<file path="src/design/assert_macros.svh">
// ----------------------------------------------------------------------------
// assertion macros
// concurrent property wrappers, empty when SYNTHESIS is defined
// ----------------------------------------------------------------------------
`ifndef ASSERT_MACROS_SVH
`define ASSERT_MACROS_SVH
`ifndef SYNTHESIS
`define OGH_ASSERT_IMP(label, clk, rst_n, lhs, rhs) \
    label: assert property (@(posedge clk) disable iff (!rst_n) (lhs) |-> (rhs)) \
        else $error("assertion failed");
`define OGH_ASSERT_NXT(label, clk, rst_n, lhs, rhs) \
    label: assert property (@(posedge clk) disable iff (!rst_n) (lhs) |=> (rhs)) \
        else $error("assertion failed");
`else
`define OGH_ASSERT_IMP(label, clk, rst_n, lhs, rhs)
`define OGH_ASSERT_NXT(label, clk, rst_n, lhs, rhs)
`endif
`endif

</file>
<file path="src/design/ogh_pkg.sv">
// ----------------------------------------------------------------------------
// ogh_pkg
// shared types and constants of the occupancy grid hit counter
// ----------------------------------------------------------------------------
`timescale 1ns / 1ps
`default_nettype none

package ogh_pkg;

    localparam int CFG_IDX_W   = 3;
    localparam int CFG_DATA_W  = 48;
    localparam int QUEUE_DEPTH = 4;
    localparam int DIST_W      = 50;

    // 20 m in Q16.16
    localparam logic signed [31:0] Z_CUT = 32'sd1310720;

    typedef enum logic [CFG_IDX_W-1:0] {
        CFG_GROUND_NORMAL  = 3'd0,
        CFG_GROUND_OFFSET  = 3'd1,
        CFG_GROUND_LIMIT   = 3'd2,
        CFG_RAMP_NORMAL    = 3'd3,
        CFG_RAMP_OFFSET    = 3'd4,
        CFG_RAMP_LIMIT     = 3'd5,
        CFG_RAMP_EXCLUSION = 3'd6
    } t_cfg_idx;

endpackage

`default_nettype wire

</file>
<file path="src/design/ogh_queue.sv">
// ----------------------------------------------------------------------------
// ogh_queue
// small fifo between the classify front and the counter back
// ----------------------------------------------------------------------------
`timescale 1ns / 1ps
`default_nettype none

module ogh_queue
    import ogh_pkg::*;
#(
    parameter int WIDTH = 17
) (
    input  wire logic             i_clk,
    input  wire logic             i_rst_n,
    input  wire logic             i_push,
    input  wire logic [WIDTH-1:0] i_data,
    output logic                  o_ready,
    input  wire logic             i_pop,
    output logic                  o_valid,
    output logic      [WIDTH-1:0] o_data
);

    localparam int PW = $clog2(QUEUE_DEPTH);
    localparam int CW = $clog2(QUEUE_DEPTH + 1);

    logic [WIDTH-1:0] r_slot [QUEUE_DEPTH];
    logic [PW-1:0]    r_wptr, n_wptr;
    logic [PW-1:0]    r_rptr, n_rptr;
    logic [CW-1:0]    r_count, n_count;
    logic             w_push, w_pop;

    assign o_ready = (r_count != CW'(QUEUE_DEPTH));
    assign o_valid = (r_count != '0);
    assign o_data  = r_slot[r_rptr];
    assign w_push  = i_push && o_ready;
    assign w_pop   = i_pop && o_valid;

    always_comb begin
        n_wptr  = w_push ? PW'(r_wptr + 1'b1) : r_wptr;
        n_rptr  = w_pop  ? PW'(r_rptr + 1'b1) : r_rptr;
        n_count = r_count;
        if (w_push && !w_pop) begin
            n_count = CW'(r_count + 1'b1);
        end else if (w_pop && !w_push) begin
            n_count = CW'(r_count - 1'b1);
        end
    end

    always_ff @(posedge i_clk) begin
        if (!i_rst_n) begin
            r_wptr  <= '0;
            r_rptr  <= '0;
            r_count <= '0;
        end else begin
            r_wptr  <= n_wptr;
            r_rptr  <= n_rptr;
            r_count <= n_count;
        end
        if (w_push) begin
            r_slot[r_wptr] <= i_data;
        end
    end

endmodule

`default_nettype wire

</file>
<file path="config.mk">
export PLATFORM = sky130hd
export DESIGN_NAME = ogh_queue
export DESIGN_NICKNAME = d
export VERILOG_FILES = /design/src/design/assert_macros.svh /design/src/design/ogh_pkg.sv /design/src/design/ogh_queue.sv
export SDC_FILE = /design/constraint.sdc
export NUM_CORES = 1
export LEC_CHECK = 0
export BUFFER_PORTS_ARGS = -buffer_cell sky130_fd_sc_hd__buf_2
export CAP_MARGIN = 20
export CORE_ASPECT_RATIO = 0.8
export CORE_MARGIN = 2
export CORE_UTILIZATION = 30
export CTS_CLUSTER_DIAMETER = 40
export CTS_CLUSTER_SIZE = 28
export DETAILED_ROUTE_END_ITERATION = 8
export PLACE_DENSITY = 0.54
export SKIP_CTS_REPAIR_TIMING = 1
export SYNTH_ARGS = -nofsm -noshare
export SYNTH_HDL_FRONTEND = slang
export SYNTH_SLANG_ARGS = --single-unit
</file>
<file path="constraint.sdc">
create_clock -name i_clk -period 4.4 [get_ports i_clk]
set_input_delay 0.44 -clock i_clk [delete_from_list [all_inputs] [get_ports i_clk]]
set_output_delay 0.44 -clock i_clk [all_outputs]
set_load 0.1 [all_outputs]
</file>
==> summary.txt <==
Run status
  – Status: finished clean

Layout
  – Commonest non-fill, non-tap cells in the layout: edfxtp_1, buf_2, mux4_2
  – Share of layout cells above drive strength 1: 0.353
  – Area of the multi-input gates: 709 sq um
  – Final net count: 210
  – Most common cell after layout, fill and taps aside: edfxtp_1
  – N_diodes: 0
  – Area Growth Syn to Fin: 21.9%
  – FILL cells: 880
  – FF+latch area: 2220 sq um

Clocking
  – Clock-pin slew on the worst setup and hold paths: 60 ps
  – CTS tree: done
  – Root buffer cell: clkbuf_16
  – CTS H-tree depth: 3
  – CTS Sinks: 77
  – Max Root-Sink Buffers: 2
  – Inserted Clock Buffers: 9
  – Skew-Pair Late Insertion Delay: 320 ps

Synthesis
  – Post-synthesis cell type count: 24
  – Syn nets: 164
  – Synth Instances: 137
  – Leading post-synthesis cells by cell area: edfxtp_1, mux4_2, mux4_1, dfxtp_1, ha_1
  – Mapped Area: 2990 sq um
  – Avg Synthesized Cell Area: 21.8 sq um
  – Cell taking the most area after synthesis: edfxtp_1
  – Synth Warn #: 0
  – Synth top area share: 0.683
  – FF+latch count, synth: 77
  – Register area share after synthesis: 0.744

Drt
  – Vias: 1373
  – DR vias/cell: 4.25
  – WL final: 4990 um
  – Avg WL per Cell: 15.4 um
  – ANT nets after route: 0
  – Initial drt markers: 101
  – DRC viols: 0
  – DRT Pass-1 Iters: 4

Flow run
  – MaxCap Viol Count: 0

GRT
  – GRT overflow: 0
  – Initial antenna violation count: 0
  – GR Util All Layers: 0.105
  – First-pass GRT wire length: 8120 um
  – Vias in the first global route: 1486
  – Largest net degree at the start of global routing: 18

Floorplanning
  – Starting Density: 0.310
  – Die footprint: 10800 sq um
  – Die Span Y: 93.3 um
  – # rows: 32
  – IO Pins: 40
  – Chip Width: 116 um
  – Core Footprint: 9650 sq um

Timing
  – Clock skew: 4.88 ps
  – Final Setup Violations: 0
  – Fin. Hold Viols: 0
  – Setup TNS: 0 ps
  – RSZ-0062 raised after global routing: no
  – Slew margin rel.: 0.373
  – Final worst-path cycle share: 0.566
  – Tmin final: 2490 ps
  – Worst Tran Pin Value: 941 ps
  – Fin. max-slew vios: 0
  – Max Clk Rate: 402 MHz

Setup path
  – Critical Path AT: 2050 ps
  – Cell family with most CP delay: flip-flops
  – CP max stage delay: 660 ps
  – Worst-path cell chain: buf_16, mux4_2, buf_2
  – Crit path max-delay cell type: dfxtp_1
  – CP Data Required Time: 3960 ps
  – Worst setup path class: register to output port
  – CP endpoint kind: output port
  – Startpoint types: register
  – Crit path buf inv count: 2
  – Max Fanout on Critical Path: 10

Placed design
  – DP Wirelength: 3200 um
  – Placer Congestion: 0.606
  – Port buffer count: 39

Hold path
  – Hold Crit Class: primary input to register
-- sequential cells by signal, indices dropped and copies added, names as in the netlist, named ones only --
| name | count |
|---|---|
| r_wptr | 2 |
| r_slot | 68 |
| r_count | 3 |
| r_rptr | 2 |
-- cell families (layout without fill, tap and decap cells) --
| kind of cell | Yosys count | count (layout) | synth area share |
|---|---|---|---|
| muxes | 20 | 20 | 0.147 |
| xor gates and xnor gates | 4 | 4 | 0.0117 |
| DFF | 77 | 77 | 0.744 |
| and+or+nand+nor | 17 | 17 | 0.0306 |
| AOI/OAI and AO/OA | 5 | 5 | 0.0205 |
| buffers and inverters | 8 | 58 | 0.0188 |
| adders and majority gates | 6 | 6 | 0.0276 |
-- cell usage after synthesis --
master	n
a21boi_0	1
a21boi_2	1
and2_1	8
buf_12	1
buf_2	2
buf_6	1
clkbuf_1	1
dfxtp_1	9
edfxtp_1	68
fa_1	1
ha_1	5
inv_1	3
mux2i_1	3
mux4_1	7
mux4_2	10
nand2_1	5
nor2_1	1
nor2b_1	1
o21ai_0	1
o311ai_2	1
o31ai_4	1
or3_1	2
xnor2_1	3
xor2_1	1
-- final timing paths --
kind | endpoint | depth (start not counted) | start | slack (ps)
max | o_data[7] | 3 | register | 1910
min reg2reg | r_wptr[0]$_SDFFE_PN0P_ | 2 | r_wptr[0]$_SDFFE_PN0P_ | 500
max reg2reg | r_count[2]$_SDFFE_PN0P_ | 8 | r_count[0]$_SDFFE_PN0P_ | 2020
min | r_slot[0][0]$_DFFE_PP_ | 1 | i_data[0] | 330
-- metrics by stage --
stage	instance area, sq um	cells	worst slack [ps]	utilization	hold slack [ps]
6_report	3640	323	1910	0.377	332
4_1_cts	3640	323	1840	0.377	325
2_1_floorplan	2990	137	2290	-	468
5_1_grt	3640	323	1720	0.377	321
3_3_place_gp	3310	307	1860	0.343	493
3_5_place_dp	3340	308	2030	0.346	493
-- final cells by class --
class                      instances  area share
tap                              136      0.0467
sequential                        77       0.610
clock inverter                     5      0.0210
multi-input combinational         52       0.195
timing repair buffer              40      0.0612
clock buffer                      10      0.0629
inverter                           3     0.00309
-- routing by layer --
layer	up-vias	wire [um]	part of all wire	GRT usage
li1	645	-	-	-
met1	693	2340	0.47	0.133
met2	30	2320	0.47	0.161
met3	5	252	0.051	0.0486
met4	0	73	0.015	0.0331
met5	-	0	0	0
Power is left out: the tool's default activity adds up to more than one toggle a clock period on the data nets, which glitch-free logic cannot reach.
