===== src/design/assert_macros.svh =====
// ----------------------------------------------------------------------------
// assertion macros
// concurrent property wrappers, empty when SYNTHESIS is defined
// ----------------------------------------------------------------------------
`ifndef ASSERT_MACROS_SVH
`define ASSERT_MACROS_SVH
`ifndef SYNTHESIS
`define OGH_ASSERT_IMP(label, clk, rst_n, lhs, rhs) \
    label: assert property (@(posedge clk) disable iff (!rst_n) (lhs) |-> (rhs)) \
        else $error("assertion failed");
`define OGH_ASSERT_NXT(label, clk, rst_n, lhs, rhs) \
    label: assert property (@(posedge clk) disable iff (!rst_n) (lhs) |=> (rhs)) \
        else $error("assertion failed");
`else
`define OGH_ASSERT_IMP(label, clk, rst_n, lhs, rhs)
`define OGH_ASSERT_NXT(label, clk, rst_n, lhs, rhs)
`endif
`endif


===== src/design/ogh_back.sv =====
// ----------------------------------------------------------------------------
// ogh_back
// counter update: clear sweep, read-modify-write of cell counts, result word
// ----------------------------------------------------------------------------
`timescale 1ns / 1ps
`default_nettype none

module ogh_back #(
    parameter int GRID_SIDE  = 256,
    parameter int COUNT_BITS = 16
) (
    input  wire logic                                  i_clk,
    input  wire logic                                  i_rst_n,
    input  wire logic                                  i_q_valid,
    input  wire logic [$clog2(GRID_SIDE*GRID_SIDE):0]  i_q_data,
    output logic                                       o_pop,
    output logic                                       o_clearing,
    output logic                                       o_ram_we,
    output logic [$clog2(GRID_SIDE*GRID_SIDE)-1:0]     o_ram_waddr,
    output logic [2*COUNT_BITS-1:0]                    o_ram_wdata,
    output logic                                       o_ram_re,
    output logic [$clog2(GRID_SIDE*GRID_SIDE)-1:0]     o_ram_raddr,
    input  wire logic [2*COUNT_BITS-1:0]               i_ram_rdata,
    output logic                                       o_out_valid,
    input  wire logic                                  i_out_ready,
    output logic [15:0]                                o_cell_index,
    output logic                                       o_occupied
);

    localparam int AW    = $clog2(GRID_SIDE * GRID_SIDE);
    localparam int DEPTH = GRID_SIDE * GRID_SIDE;
    localparam int OW    = COUNT_BITS + 4;

    typedef enum logic [1:0] {
        S_CLEAR,
        S_IDLE,
        S_WAIT,
        S_OUT
    } t_state;

    t_state                r_state;
    logic [AW-1:0]         r_clr_addr;
    logic [AW-1:0]         r_addr;
    logic                  r_obst;
    logic [COUNT_BITS-1:0] r_hit, r_obs;
    logic [COUNT_BITS-1:0] w_hit_rd, w_obs_rd, w_hit_nx, w_obs_nx;
    logic [OW-1:0]         w_lhs, w_rhs;
    logic                  w_out_free;

    assign w_hit_rd   = i_ram_rdata[COUNT_BITS-1:0];
    assign w_obs_rd   = i_ram_rdata[2*COUNT_BITS-1:COUNT_BITS];
    assign w_out_free = !o_out_valid || i_out_ready;

    // saturated hit count freezes both counters
    always_comb begin
        w_hit_nx = w_hit_rd;
        w_obs_nx = w_obs_rd;
        if (w_hit_rd != {COUNT_BITS{1'b1}}) begin
            w_hit_nx = COUNT_BITS'(w_hit_rd + 1'b1);
            w_obs_nx = COUNT_BITS'(w_obs_rd + COUNT_BITS'(r_obst));
        end
    end

    // 10*obs >= 3*hit
    assign w_lhs = OW'({r_obs, 3'b0}) + OW'({r_obs, 1'b0});
    assign w_rhs = OW'({r_hit, 1'b0}) + OW'(r_hit);

    always_comb begin
        o_clearing  = (r_state == S_CLEAR);
        o_pop       = 1'b0;
        o_ram_re    = 1'b0;
        o_ram_raddr = i_q_data[AW:1];
        o_ram_we    = 1'b0;
        o_ram_waddr = r_addr;
        o_ram_wdata = {w_obs_nx, w_hit_nx};
        unique case (r_state)
            S_CLEAR: begin
                o_ram_we    = 1'b1;
                o_ram_waddr = r_clr_addr;
                o_ram_wdata = '0;
            end
            S_IDLE: begin
                o_pop    = i_q_valid;
                o_ram_re = i_q_valid;
            end
            S_WAIT: begin
                o_ram_we = 1'b1;
            end
            S_OUT: ;
            default: ;
        endcase
    end

    always_ff @(posedge i_clk) begin
        if (!i_rst_n) begin
            r_state     <= S_CLEAR;
            r_clr_addr  <= '0;
            o_out_valid <= 1'b0;
        end else begin
            if (i_out_ready && r_state != S_OUT) begin
                o_out_valid <= 1'b0;
            end
            unique case (r_state)
                S_CLEAR: begin
                    r_clr_addr <= AW'(r_clr_addr + 1'b1);
                    if (r_clr_addr == AW'(DEPTH - 1)) begin
                        r_state <= S_IDLE;
                    end
                end
                S_IDLE: begin
                    if (i_q_valid) begin
                        r_addr  <= i_q_data[AW:1];
                        r_obst  <= i_q_data[0];
                        r_state <= S_WAIT;
                    end
                end
                S_WAIT: begin
                    r_hit   <= w_hit_nx;
                    r_obs   <= w_obs_nx;
                    r_state <= S_OUT;
                end
                S_OUT: begin
                    if (w_out_free) begin
                        o_out_valid  <= 1'b1;
                        o_cell_index <= 16'(r_addr);
                        o_occupied   <= (w_lhs >= w_rhs);
                        r_state      <= S_IDLE;
                    end
                end
                default: r_state <= S_IDLE;
            endcase
        end
    end

endmodule

`default_nettype wire


===== config.mk =====
export PLATFORM = sky130hd
export DESIGN_NAME = ogh_back
export DESIGN_NICKNAME = d
export VERILOG_FILES = /design/src/design/assert_macros.svh /design/src/design/ogh_back.sv
export SDC_FILE = /design/constraint.sdc
export NUM_CORES = 1
export LEC_CHECK = 0
export ABC_AREA = 1
export BUFFER_PORTS_ARGS = -buffer_cell sky130_fd_sc_hd__buf_2
export CORE_ASPECT_RATIO = 0.8
export CORE_MARGIN = 2
export CORE_UTILIZATION = 60
export CTS_CLUSTER_SIZE = 14
export DETAILED_ROUTE_END_ITERATION = 6
export HOLD_SLACK_MARGIN = 0.03
export PLACE_DENSITY = 0.94
export SETUP_SLACK_MARGIN = 0.3
export SLEW_MARGIN = 20
export SYNTH_ARGS = -nofsm -noshare
export SYNTH_HDL_FRONTEND = slang
export SYNTH_SLANG_ARGS = --single-unit

===== constraint.sdc =====
create_clock -name i_clk -period 5.3 [get_ports i_clk]
set_clock_uncertainty 0.15 [all_clocks]
set_input_delay 0.265 -clock i_clk [delete_from_list [all_inputs] [get_ports i_clk]]
set_output_delay 0.265 -clock i_clk [all_outputs]
set_load 0.005 [all_outputs]

==> results of run 1 <==
==> through the flow <==
stage	setup WS (ps)	hold WS, ps
after floorplan	2420	214
after global placement	2240	278
after detailed placement	2030	283
after CTS	1960	66.8
after global routing	1520	107
final	1690	68.7
==> power by group through the flow <==
| stage | sequential (W) | combinational (W) | clock, W |
|---|---|---|---|
| final | 0.000847 | 0.00121 | 0.000655 |
| after global routing | 0.000852 | 0.00133 | 0.000674 |
| after CTS | 0.000843 | 0.00116 | 0.000648 |
| after detailed placement | 0.000856 | 0.00112 | 0 |
| after global placement | 0.000851 | 0.00108 | 0 |
| after floorplan | 0.000842 | 0.000740 | 0 |
==> worst reg2reg max path, cell delays in order (launching register included) <==
cell	delay, ps
edfxtp_1	440
ha_1	400
a21oi_1	280
a21boi_0	440
o21ai_0	280
nand2_1	160
nand2_1	100
xor2_1	150
ha_1	290
nand4_1	110
a21oi_1	70
nor2_1	150
nand2_1	110
nand2_1	70
nand2_1	50
nand2_1	50
nand3_1	50
==> layout make-up <==
class	count	area [um^2]
Clock buffer	10	229
Clock inverter	6	70.1
Fill cell	698	2770
Inverter	98	368
Multi-Input combinational cell	586	3380
Sequential cell	85	2360
Tap cell	140	175
Timing Repair Buffer	158	883
==> cell families (layout without fill, tap and decap cells) <==
kind of cell / Yosys count / after routing
compound gates: 129 / 129
xor+xnor: 46 / 46
fa+ha+maj: 57 / 57
buf+inv: 128 / 272
flops: 85 / 85
simple gates: 354 / 354
==> state kept, by name (all words and copies together) (netlist names) <==
name          flops
r_state           2
o_occupied        1
o_cell_index     16
o_out_valid       1
r_obs            16
r_hit            16
r_clr_addr       16
r_addr           16
r_obst            1
==> synth_stat cells, types with 3 or more instances <==
cell type  instances  area [um^2]
a21oi_1           71          355
nand2_1          202          758
a211oi_1           3         22.5
clkbuf_1           7         26.3
or2_2              4         25.0
xnor2_1           15          131
nor3_1            23          115
inv_2              3         11.3
edfxtp_1          66         1980
nand3_1           31          155
nand3b_1           3         22.5
o21ai_0           37          185
nor3_2             5         50.1
nor2_1            61          229
nand4_1           12         75.1
ha_1              55          688
a31oi_1            3         18.8
dfxtp_1           19          380
buf_4             18          135
o21bai_1           5         37.5
xor2_1            31          272
nand3_2            3         30.0
inv_1             95          357
==> timing repair <==
action / 4_1_cts / 5_1_grt
buffers inserted: 0 / 0
hold endpoints to repair: 17 / 0
hold buffers: 17 / 0
==> final timing paths <==
check                           start                        end  slack, ps  depth (start not counted)
setup / recovery   r_hit[5]$_DFFE_PP_       o_occupied$_DFFE_PP_       1690                         16
hold reg to reg   r_addr[1]$_DFFE_PP_  o_cell_index[1]$_DFFE_PP_        300                          0
hold / removal            i_out_ready     o_out_valid$_SDFF_PN0_         70                          4
setup reg to reg   r_hit[5]$_DFFE_PP_       o_occupied$_DFFE_PP_       1690                         16
==> layer usage <==
metal | part of all wire [%] | global-route usage (%) | wire length, um
met2 | 46 | 52.4 | 8470
met3 | 11 | 6.94 | 2000
met1 | 38 | 40.1 | 7070
met4 | 5.1 | 17.1 | 933
met5 | 0 | 0 | 0
==> summary.md, run 1 <==
| Metric | Value |
|---|---|
| Part of the power in registers | `31.3%` |
| H-tree Lvls | `3` |
| Post-synthesis cell type count | `42` |
| Max VDD drop | `0.349 mV` |
| Port Buffer Count | `138` |
| Ys Warns | `0` |
| Total routed wirelength | `18,500 um` |
| Finished Layout Cells | `1,083` |
| Layout cell share with drive strength beyond 1 | `19.3%` |
| Fraction of the mapped netlist area in simple logic gates | `24.6%` |
| Hold WC Path Type | `input port to flop` |
| Failing checks | `design-rule violations` |
| Post-detailed-placement half-perimeter wirelength | `11,900 um` |
| Clk buf depth | `2` |
| Layout Area Growth over Synthesis | `18.6%` |
| Final core utilization | `72.9%` |
| Post-CTS sizing | `0` |
| Top_reg_cell synth | `edfxtp_1` |
| Initial antenna violation count | `0` |
| Worst path top cell family by delay | `compound AO/OA/AOI/OAI gates` |
| Slew Viols, Final | `0` |
| Leak | `3.55 nW` |
| Number of core rows | `33` |
| Worst-path cell chain | `ha_1, a21oi_1, a21boi_0, o21ai_0, nand2_1, nand2_1, xor2_1, ha_1, nand4_1, a21oi_1, nor2_1, nand2_1, nand2_1, nand2_1, nand2_1, nand3_1` |
| P_sw | `0.00110 W` |
| Crit-path most repeated cell | `nand2_1` |
| Crit path time final | `3610 ps` |
| Post-route total power | `0.00271 W` |
| WL per Instance | `17.0 um` |
| Die area | `0.0113 mm^2` |
| Synth Area in Adders | `11.6%` |
| Drc violations | `9` |
| Slew @ Worst Pin | `694 ps` |
| Design area | `0.00747 mm^2` |
| Cts bufs inserted | `9` |
| Switching fraction of total power | `40.5%` |
| GPL Wtd Cong | `0.985` |
| Crit Path Class | `flop to flop` |
| WP data arrival | `3550 ps` |
| Syn Std Cell Area | `0.00630 mm^2` |
| DRT Pass-1 Iters | `7` |
| Register bit count reported by yosys | `85` |
| Outcome | `finished, violations left` |
| Setup-failing EPs final | `0` |
| Pint | `0.00161 W` |
| Portion of netlist area occupied by mux cells | `0%` |
| Final ANT Viol Nets | `0` |
| TNS Setup | `0 ps` |
| RSZ-0062 raised after global routing | `no` |
| Max incr delay on CP | `440 ps` |
| Post-synth EDFFs | `66` |
| IO Count | `139` |
| Slowest CP cell | `edfxtp_1` |
| Async set or reset register ratio after synthesis | `0%` |
| Most frequent cells in the layout | `202 x nand2_1, 138 x buf_2, 94 x inv_1` |
| Num Clock Sinks | `85` |
| GRT Util Overall | `32.0%` |
| Synth Area in Compound Gates | `11.1%` |
| Fmax | `0.277 GHz` |
| Buf/Inv on CP | `0` |
| Max-cap viol count | `0` |
| PwrDens | `363 mW/mm^2` |
| Comb pwr share | `44.6%` |
| Initial core utilization | `61.5%` |
| Diodes inserted | `0` |
| Worst setup EP type | `flop` |
| Max_slew headroom | `53.7%` |
| Area post-placement | `0.00700 mm^2` |
| Post-Synth XOR/XNOR Area | `6.40%` |
| Post-synthesis cell count | `799` |
| Final period utilization | `68.2%` |
| Commonest non-fill, non-tap cell in the layout | `nand2_1` |
| # nets final | `1,048` |
| Post-DR vias/cell | `5.85` |
| Skew-Pair Late Insertion Delay | `350 ps` |
| GR Overflow Total | `0` |
| Clock share of power | `24.2%` |
| Largest net degree at the start of global routing | `39` |
| CTS tree | `done` |
| Die height | `95.6 um` |
| Seq/Total Area, Yosys | `37.5%` |
| Vias in the first global route | `5,879` |
| Syn nets | `909` |
| Clock root buffer | `clkbuf_16` |
| First-pass GRT wire length | `28,700 um` |
| Setup crit start kind | `flop` |
| Mapped Avg Cell Area | `7.88 um^2` |
| DIE WIDTH | `119 um` |
| CP Max Fanout | `4` |
| Largest family of logic cells by synthesized area | `simple AND/OR/NAND/NOR gates` |
| Starting DRC count in detailed routing | `699` |
| CTS clk-pin slew, worst paths | `70 ps` |
| Core box area | `0.0102 mm^2` |
| Via count | `6,340` |
| Crit path required time | `5240 ps` |
| Final hold vios | `0` |
| Placed cell count | `1,050` |
(Power assumes the default switching activity.)
==> run 2: changes to the inputs <==
- CORE_UTILIZATION: 60 -> 56
- PLACE_DENSITY: 0.94 -> 0.89
- clock period: 5.3 -> 3.55 ns (I/O delays scaled with it)
==> run 2 against run 1 <==
The run now ends clean. Die area rose by 6.9%. Register-to-register slack lost 1200 ps. Final cell count rose by 0.83%. Sequential share of layout area is 0.23 points lower. Global-route usage is 4.9 points lower. Worst setup slack worse by 1200 ps. Critical path depth is 2 lower. Largest cell class unchanged. Largest power group unchanged.
==> summary.md, run 2 (synthesis results as in run 1) <==
| Metric | Value |
|---|---|
| Slew @ Worst Pin | `583 ps (was 694 ps)` |
| Diodes inserted | `0 (unchanged)` |
| Worst setup EP type | `flop (unchanged)` |
| # nets final | `1,053 (was 1,048)` |
| Die area | `0.0121 mm^2 (was 0.0113 mm^2)` |
| Post-CTS Setup Bufs | `0 (unchanged)` |
| Fmax | `0.325 GHz (was 0.277 GHz)` |
| Skew-Pair Late Insertion Delay | `340 ps (was 350 ps)` |
| Final period utilization | `86.8% (was 68.2%)` |
| Setup crit start kind | `flop (unchanged)` |
| Layout Area Growth over Synthesis | `19.5% (was 18.6%)` |
| RSZ-0062 raised after global routing | `no (unchanged)` |
| GRT Util Overall | `27.1% (was 32.0%)` |
| CTS tree | `done (unchanged)` |
| Max incr delay on CP | `430 ps (was 440 ps)` |
| Max_slew headroom | `61.1% (was 53.7%)` |
| Initial core utilization | `57.6% (was 61.5%)` |
| Post-detailed-placement half-perimeter wirelength | `11,300 um (was 11,900 um)` |
| Footprint of the multi-input gates | `0.00338 mm^2 (about the same)` |
| WL per Instance | `15.1 um (was 17.0 um)` |
| Number of fill cells | `776 (was 698)` |
| Largest net degree at the start of global routing | `39 (unchanged)` |
| Crit Path Class | `flop to flop (unchanged)` |
| Max-cap viol count | `0 (unchanged)` |
| Finished Layout Cells | `1,092 (was 1,083)` |
| Met3 WL post-DR | `1480 um (was 2000 um)` |
| Num Clock Sinks | `85 (unchanged)` |
| Worst-path cell chain | `ha_1, inv_1, fa_1, o21ai_1, a21oi_1, o21bai_1, xnor2_1, ha_1, a21oi_1, nor2_1, a211oi_1, nand2_1, nand2_1, nand3_1 (was ha_1, a21oi_1, a21boi_0, o21ai_0, nand2_1, nand2_1, xor2_1, ha_1, nand4_1, a21oi_1, nor2_1, nand2_1, nand2_1, nand2_1, nand2_1, nand3_1)` |
| Worst path top cell family by delay | `compound AO/OA/AOI/OAI gates (unchanged)` |
| Starting DRC count in detailed routing | `540 (was 699)` |
| Hold WC Path Type | `input port to flop (unchanged)` |
| First-pass GRT wire length | `26,500 um (was 28,700 um)` |
| CP Max Fanout | `5 (was 4)` |
| DIE WIDTH | `123 um (was 119 um)` |
| Die height | `98.8 um (was 95.6 um)` |
| Commonest non-fill, non-tap cell in the layout | `nand2_1 (unchanged)` |
| WP data arrival | `3020 ps (was 3550 ps)` |
| Layout cell share with drive strength beyond 1 | `19.4% (was 19.3%)` |
| Final ANT Viol Nets | `0 (unchanged)` |
| DRT Pass-1 Iters | `6 (was 7)` |
| H-tree Lvls | `3 (unchanged)` |
| Crit path time final | `3080 ps (was 3610 ps)` |
| WL met2 | `7710 um (was 8470 um)` |
| Reg2Reg Setup Slack | `470 ps (was 1690 ps)` |
| GR Overflow Total | `0 (unchanged)` |
| Core box area | `0.0109 mm^2 (was 0.0102 mm^2)` |
| Wl on met1 | `6930 um (was 7070 um)` |
| Post-DR vias/cell | `5.56 (was 5.85)` |
| CTS clk-pin slew, worst paths | `70 ps (about the same)` |
| Buf/Inv on CP | `1 (was 0)` |
| Total routed wirelength | `16,500 um (was 18,500 um)` |
| Cts bufs inserted | `9 (unchanged)` |
| GPL Wtd Cong | `0.982 (was 0.985)` |
| Placed cell count | `1,056 (was 1,050)` |
| Crit path required time | `3490 ps (was 5240 ps)` |
| Leak | `3.57 nW (was 3.55 nW)` |
| Via count | `6,072 (was 6,340)` |
| TNS Setup | `0 ps (unchanged)` |
| IO Count | `139 (unchanged)` |
| Final core utilization | `68.8% (was 72.9%)` |
| Clk buf depth | `2 (unchanged)` |
| Final hold vios | `0 (unchanged)` |
| Slew Viols, Final | `0 (unchanged)` |
| Highest metal used | `met4 (unchanged)` |
| Drc violations | `0 (was 9)` |
| Register area | `0.00236 mm^2 (unchanged)` |
| Max VDD drop | `0.425 mV (was 0.349 mV)` |
| Most frequent cells in the layout | `202 x nand2_1, 138 x buf_2, 95 x inv_1 (was 202 x nand2_1, 138 x buf_2, 94 x inv_1)` |
| PwrDens | `528 mW/mm^2 (was 363 mW/mm^2)` |
| Initial antenna violation count | `0 (unchanged)` |
| Port Buffer Count | `138 (unchanged)` |
| Outcome | `finished clean (was finished, violations left)` |
| Vias in the first global route | `5,617 (was 5,879)` |
| Number of core rows | `34 (was 33)` |
| Slowest CP cell | `fa_1 (was edfxtp_1)` |
| Setup-failing EPs final | `0 (unchanged)` |
| Clock root buffer | `clkbuf_16 (unchanged)` |
==> run 2: cell count changes in the layout (fill, tap and decap cells not counted), sizes merged <==
| cell | delta |
|---|---|
| buf | +2 |
| dlygate4sd3 | +3 |
==> run 2: path summary, 6_finish.rpt <==
kind,from,endpoint,cells past startpoint
setup / recovery,r_hit[1]$_DFFE_PP_,o_occupied$_DFFE_PP_,14
hold reg to reg,r_addr[14]$_DFFE_PP_,o_cell_index[14]$_DFFE_PP_,0
hold / removal,i_ram_rdata[28],r_obs[12]$_DFFE_PP_,3
setup reg to reg,r_hit[1]$_DFFE_PP_,o_occupied$_DFFE_PP_,14
==> run 2: worst register-to-register path: stages, from the launching register on <==
cell	delay (ps)
edfxtp_1	420
ha_1	190
inv_1	60
fa_1	430
o21ai_1	230
a21oi_1	150
o21bai_1	240
xnor2_1	150
ha_1	260
a21oi_1	150
nor2_1	50
a211oi_1	160
nand2_1	80
nand2_1	60
nand3_1	60
==> run 2: cell type report <==
cell class                      instances  area share, %
Clock buffer                           10           3.04
Timing Repair Buffer                  163           12.3
Tap cell                              144           2.40
Clock inverter                          6          0.931
Multi-Input combinational cell        586           45.0
Sequential cell                        85           31.4
Inverter                               98           4.89
==> run 2: power by group <==
part           switching, W  internal, W
clock              0.000412     0.000551
sequential        0.0000656      0.00119
combinational       0.00108     0.000670
total               0.00156      0.00241
==> run 2: per-stage QoR <==
step / cell area (um^2) / power [W] / hold slack (ps) / setup slack [ps]
floorplan: 6300 / 0.00236 / 126 / 671
global placement: 7020 / 0.00290 / 204 / 493
detailed placement: 7020 / 0.00294 / 206 / 408
CTS: 7520 / 0.00392 / 33.3 / 379
global route: 7520 / 0.00421 / 66.1 / 305
finish: 7520 / 0.00397 / 35.5 / 469
==> run 2: what timing repair did <==
action                                  CTS  global route
hold buffers                             20             0
gates resized for setup                   0             4
hold endpoints to repair                 20             0
endpoints found under the setup margin    0             1
==> run 2: metal layers <==
layer,vias to the layer above,global-route usage [%]
li1,2934,-
met1,2782,37.4
met2,313,42.6
met3,43,5.27
met4,0,9.46
met5,-,0
==> run 3: changes to the inputs <==
- CELL_PAD_IN_SITES_DETAIL_PLACEMENT: not set -> 1
- CELL_PAD_IN_SITES_GLOBAL_PLACEMENT: not set -> 2
- CORE_UTILIZATION: 56 -> 32
==> run 3 against run 2 <==
Final area increased by 2.1%. Global-route usage decreased by 9.1 points. Combinational power about the same. Non-clock buffer count increased by 5. Via count decreased by 4.8%. Critical path type unchanged. Sequential cell count unchanged. Worst setup slack improved by 36 ps. First-iteration DRC count decreased by 60%.
==> summary.md, run 3 (synthesis results as in run 1) <==
| Metric | Value |
|---|---|
| Outcome | `finished clean (unchanged)` |
| CTS tree | `done (unchanged)` |
| Number of core rows | `45 (was 34)` |
| Port Buffer Count | `138 (unchanged)` |
| Die area | `0.0208 mm^2 (was 0.0121 mm^2)` |
| Worst-path cell chain | `ha_1, a21oi_1, o21ai_1, nand2_1, nand3_1, xor2_1, ha_1, a21oi_1, o21ai_0, nor2_1, nand2_1, nand2_1, nand2_1, nand2_1, nand3_1 (was ha_1, inv_1, fa_1, o21ai_1, a21oi_1, o21bai_1, xnor2_1, ha_1, a21oi_1, nor2_1, a211oi_1, nand2_1, nand2_1, nand3_1)` |
| Post-DR vias/cell | `4.77 (was 5.56)` |
| Layout cell share with drive strength beyond 1 | `19.8% (was 19.4%)` |
| Setup crit start kind | `flop (unchanged)` |
| Pre-CTS setup slack | `262 ps (was 408 ps)` |
| Max_slew headroom | `60.4% (was 61.1%)` |
| Clock root buffer | `clkbuf_16 (unchanged)` |
| Hold WC Path Type | `input port to flop (unchanged)` |
| Final hold vios | `0 (unchanged)` |
| Via count | `5,780 (was 6,072)` |
| CP Max Fanout | `4 (was 5)` |
| DRT Pass-1 Iters | `4 (was 6)` |
| Worst setup EP type | `flop (unchanged)` |
| TNS Setup | `0 ps (unchanged)` |
| Initial antenna violation count | `0 (unchanged)` |
| Largest net degree at the start of global routing | `39 (unchanged)` |
| Grt met3 use | `2.30% (was 5.27%)` |
| Total routed wirelength | `18,400 um (was 16,500 um)` |
| Final period utilization | `85.8% (was 86.8%)` |
| Gr busiest metal | `met2 (unchanged)` |
| Post-detailed-placement half-perimeter wirelength | `14,400 um (was 11,300 um)` |
| GPL Wtd Cong | `0.819 (was 0.982)` |
| WL per Instance | `15.2 um (was 15.1 um)` |
| Cts bufs inserted | `9 (unchanged)` |
| Final core utilization | `40.1% (was 68.8%)` |
| PwrDens | `512 mW/mm^2 (was 528 mW/mm^2)` |
| GR Overflow Total | `0 (unchanged)` |
| Final Worst Setup Slack | `506 ps (was 469 ps)` |
| Die height | `129 um (was 98.8 um)` |
| Diodes inserted | `0 (unchanged)` |
| Crit path required time | `3500 ps (was 3490 ps)` |
| CTS clk-pin slew, worst paths | `70 ps (about the same)` |
| Buf/Inv on CP | `0 (was 1)` |
| Finished Layout Cells | `1,211 (was 1,092)` |
| Crit-path most repeated cell | `nand2_1` |
| Commonest non-fill, non-tap cell in the layout | `nand2_1 (unchanged)` |
| Starting DRC count in detailed routing | `215 (was 540)` |
| Placed cell count | `1,170 (was 1,056)` |
| GRT met2 Usage | `29.7% (was 42.6%)` |
| Initial core utilization | `32.9% (was 57.6%)` |
| Drc violations | `0 (unchanged)` |
| Layout Area Growth over Synthesis | `22.0% (was 19.5%)` |
| Worst path top cell family by delay | `adder cells (was compound AO/OA/AOI/OAI gates)` |
| Max-cap viol count | `0 (unchanged)` |
| First-pass GRT wire length | `29,900 um (was 26,500 um)` |
| Core box area | `0.0191 mm^2 (was 0.0109 mm^2)` |
| H-tree Lvls | `3 (unchanged)` |
| Fmax | `0.328 GHz (was 0.325 GHz)` |
| Slew Viols, Final | `0 (unchanged)` |
| Max incr delay on CP | `420 ps (was 430 ps)` |
| Clk buf depth | `2 (unchanged)` |
| Vias in the first global route | `5,960 (was 5,617)` |
| WP data arrival | `2990 ps (was 3020 ps)` |
| Post-route total power | `0.00393 W (was 0.00397 W)` |
| Leak | `3.59 nW (was 3.57 nW)` |
| IO Count | `139 (unchanged)` |
| RSZ-0062 raised after global routing | `no (unchanged)` |
| Setup-failing EPs final | `0 (unchanged)` |
| Final ANT Viol Nets | `0 (unchanged)` |
| GRT Util Overall | `18.0% (was 27.1%)` |
| Crit path time final | `3040 ps (was 3080 ps)` |
| # nets final | `1,058 (was 1,053)` |
| Crit Path Class | `flop to flop (unchanged)` |
| Skew-Pair Late Insertion Delay | `350 ps (was 340 ps)` |
| Slew @ Worst Pin | `593 ps (was 583 ps)` |
| Slowest CP cell | `edfxtp_1 (was fa_1)` |
| Most frequent cells in the layout | `202 x nand2_1, 138 x buf_2, 95 x inv_1 (unchanged)` |
| DIE WIDTH | `161 um (was 123 um)` |
| Num Clock Sinks | `85 (unchanged)` |
| Max VDD drop | `0.400 mV (was 0.425 mV)` |
| Routing usage on met1 | `24.9% (was 37.4%)` |
run 3: layout make-up:
| class | count | area [um^2] |
|---|---|---|
| Multi-Input combinational cell | 586 | 3390 |
| Clock buffer | 13 | 250 |
| Clock inverter | 3 | 21.3 |
| Inverter | 98 | 368 |
| Sequential cell | 85 | 2360 |
| Fill cell | 2424 | 11500 |
| Timing Repair Buffer | 168 | 966 |
| Tap cell | 258 | 323 |
run 3: tightest hold or removal path: stages:
cell and delay [ps]:
buf_2 110, xor2_1 90, nand2_1 60
run 3: timing repair:
action / CTS / global route
endpoints found under the hold margin: 20 / 0
endpoints found under the setup margin: 1 / 1
setup buffers: 0 / 5
gates resized for setup: 1 / 7
pin swaps: 0 / 2
cloned: 0 / 0
hold buffers: 20 / 0
run 3: report_power, final:
group / internal, W / switching [W] / total [W]
logic: 0.000676 / 0.00110 / 0.00177
clock network: 0.000496 / 0.000405 / 0.000901
registers: 0.00119 / 0.0000674 / 0.00126
total: 0.00236 / 0.00157 / 0.00393
run 3: per-layer routing:
metal  vias to the layer above  routed length, um
met5                         -                  0
met4                         0                233
met3                        16                582
met2                        97               8210
met1                      2723               9370
li1                       2944                  -
run 3: path summary, 6_finish.rpt:
| path | startpoint | to | slack [ps] | depth (start not counted) |
|---|---|---|---|---|
| max reg2reg | r_hit[3]$_DFFE_PP_ | o_occupied$_DFFE_PP_ | 510 | 15 |
| min | i_ram_rdata[3] | r_hit[3]$_DFFE_PP_ | 50 | 3 |
| max | r_hit[3]$_DFFE_PP_ | o_occupied$_DFFE_PP_ | 510 | 15 |
| min reg2reg | r_addr[10]$_DFFE_PP_ | o_cell_index[10]$_DFFE_PP_ | 300 | 0 |
run 3: stage by stage:
| stage | cell area, um^2 | hold WS (ps) |
|---|---|---|
| final | 7680 | 52.2 |
| after global routing | 7680 | 54.2 |
| after CTS | 7630 | 36.5 |
| after detailed placement | 7160 | 212 |
| after global placement | 7160 | 208 |
| after floorplan | 6300 | 126 |
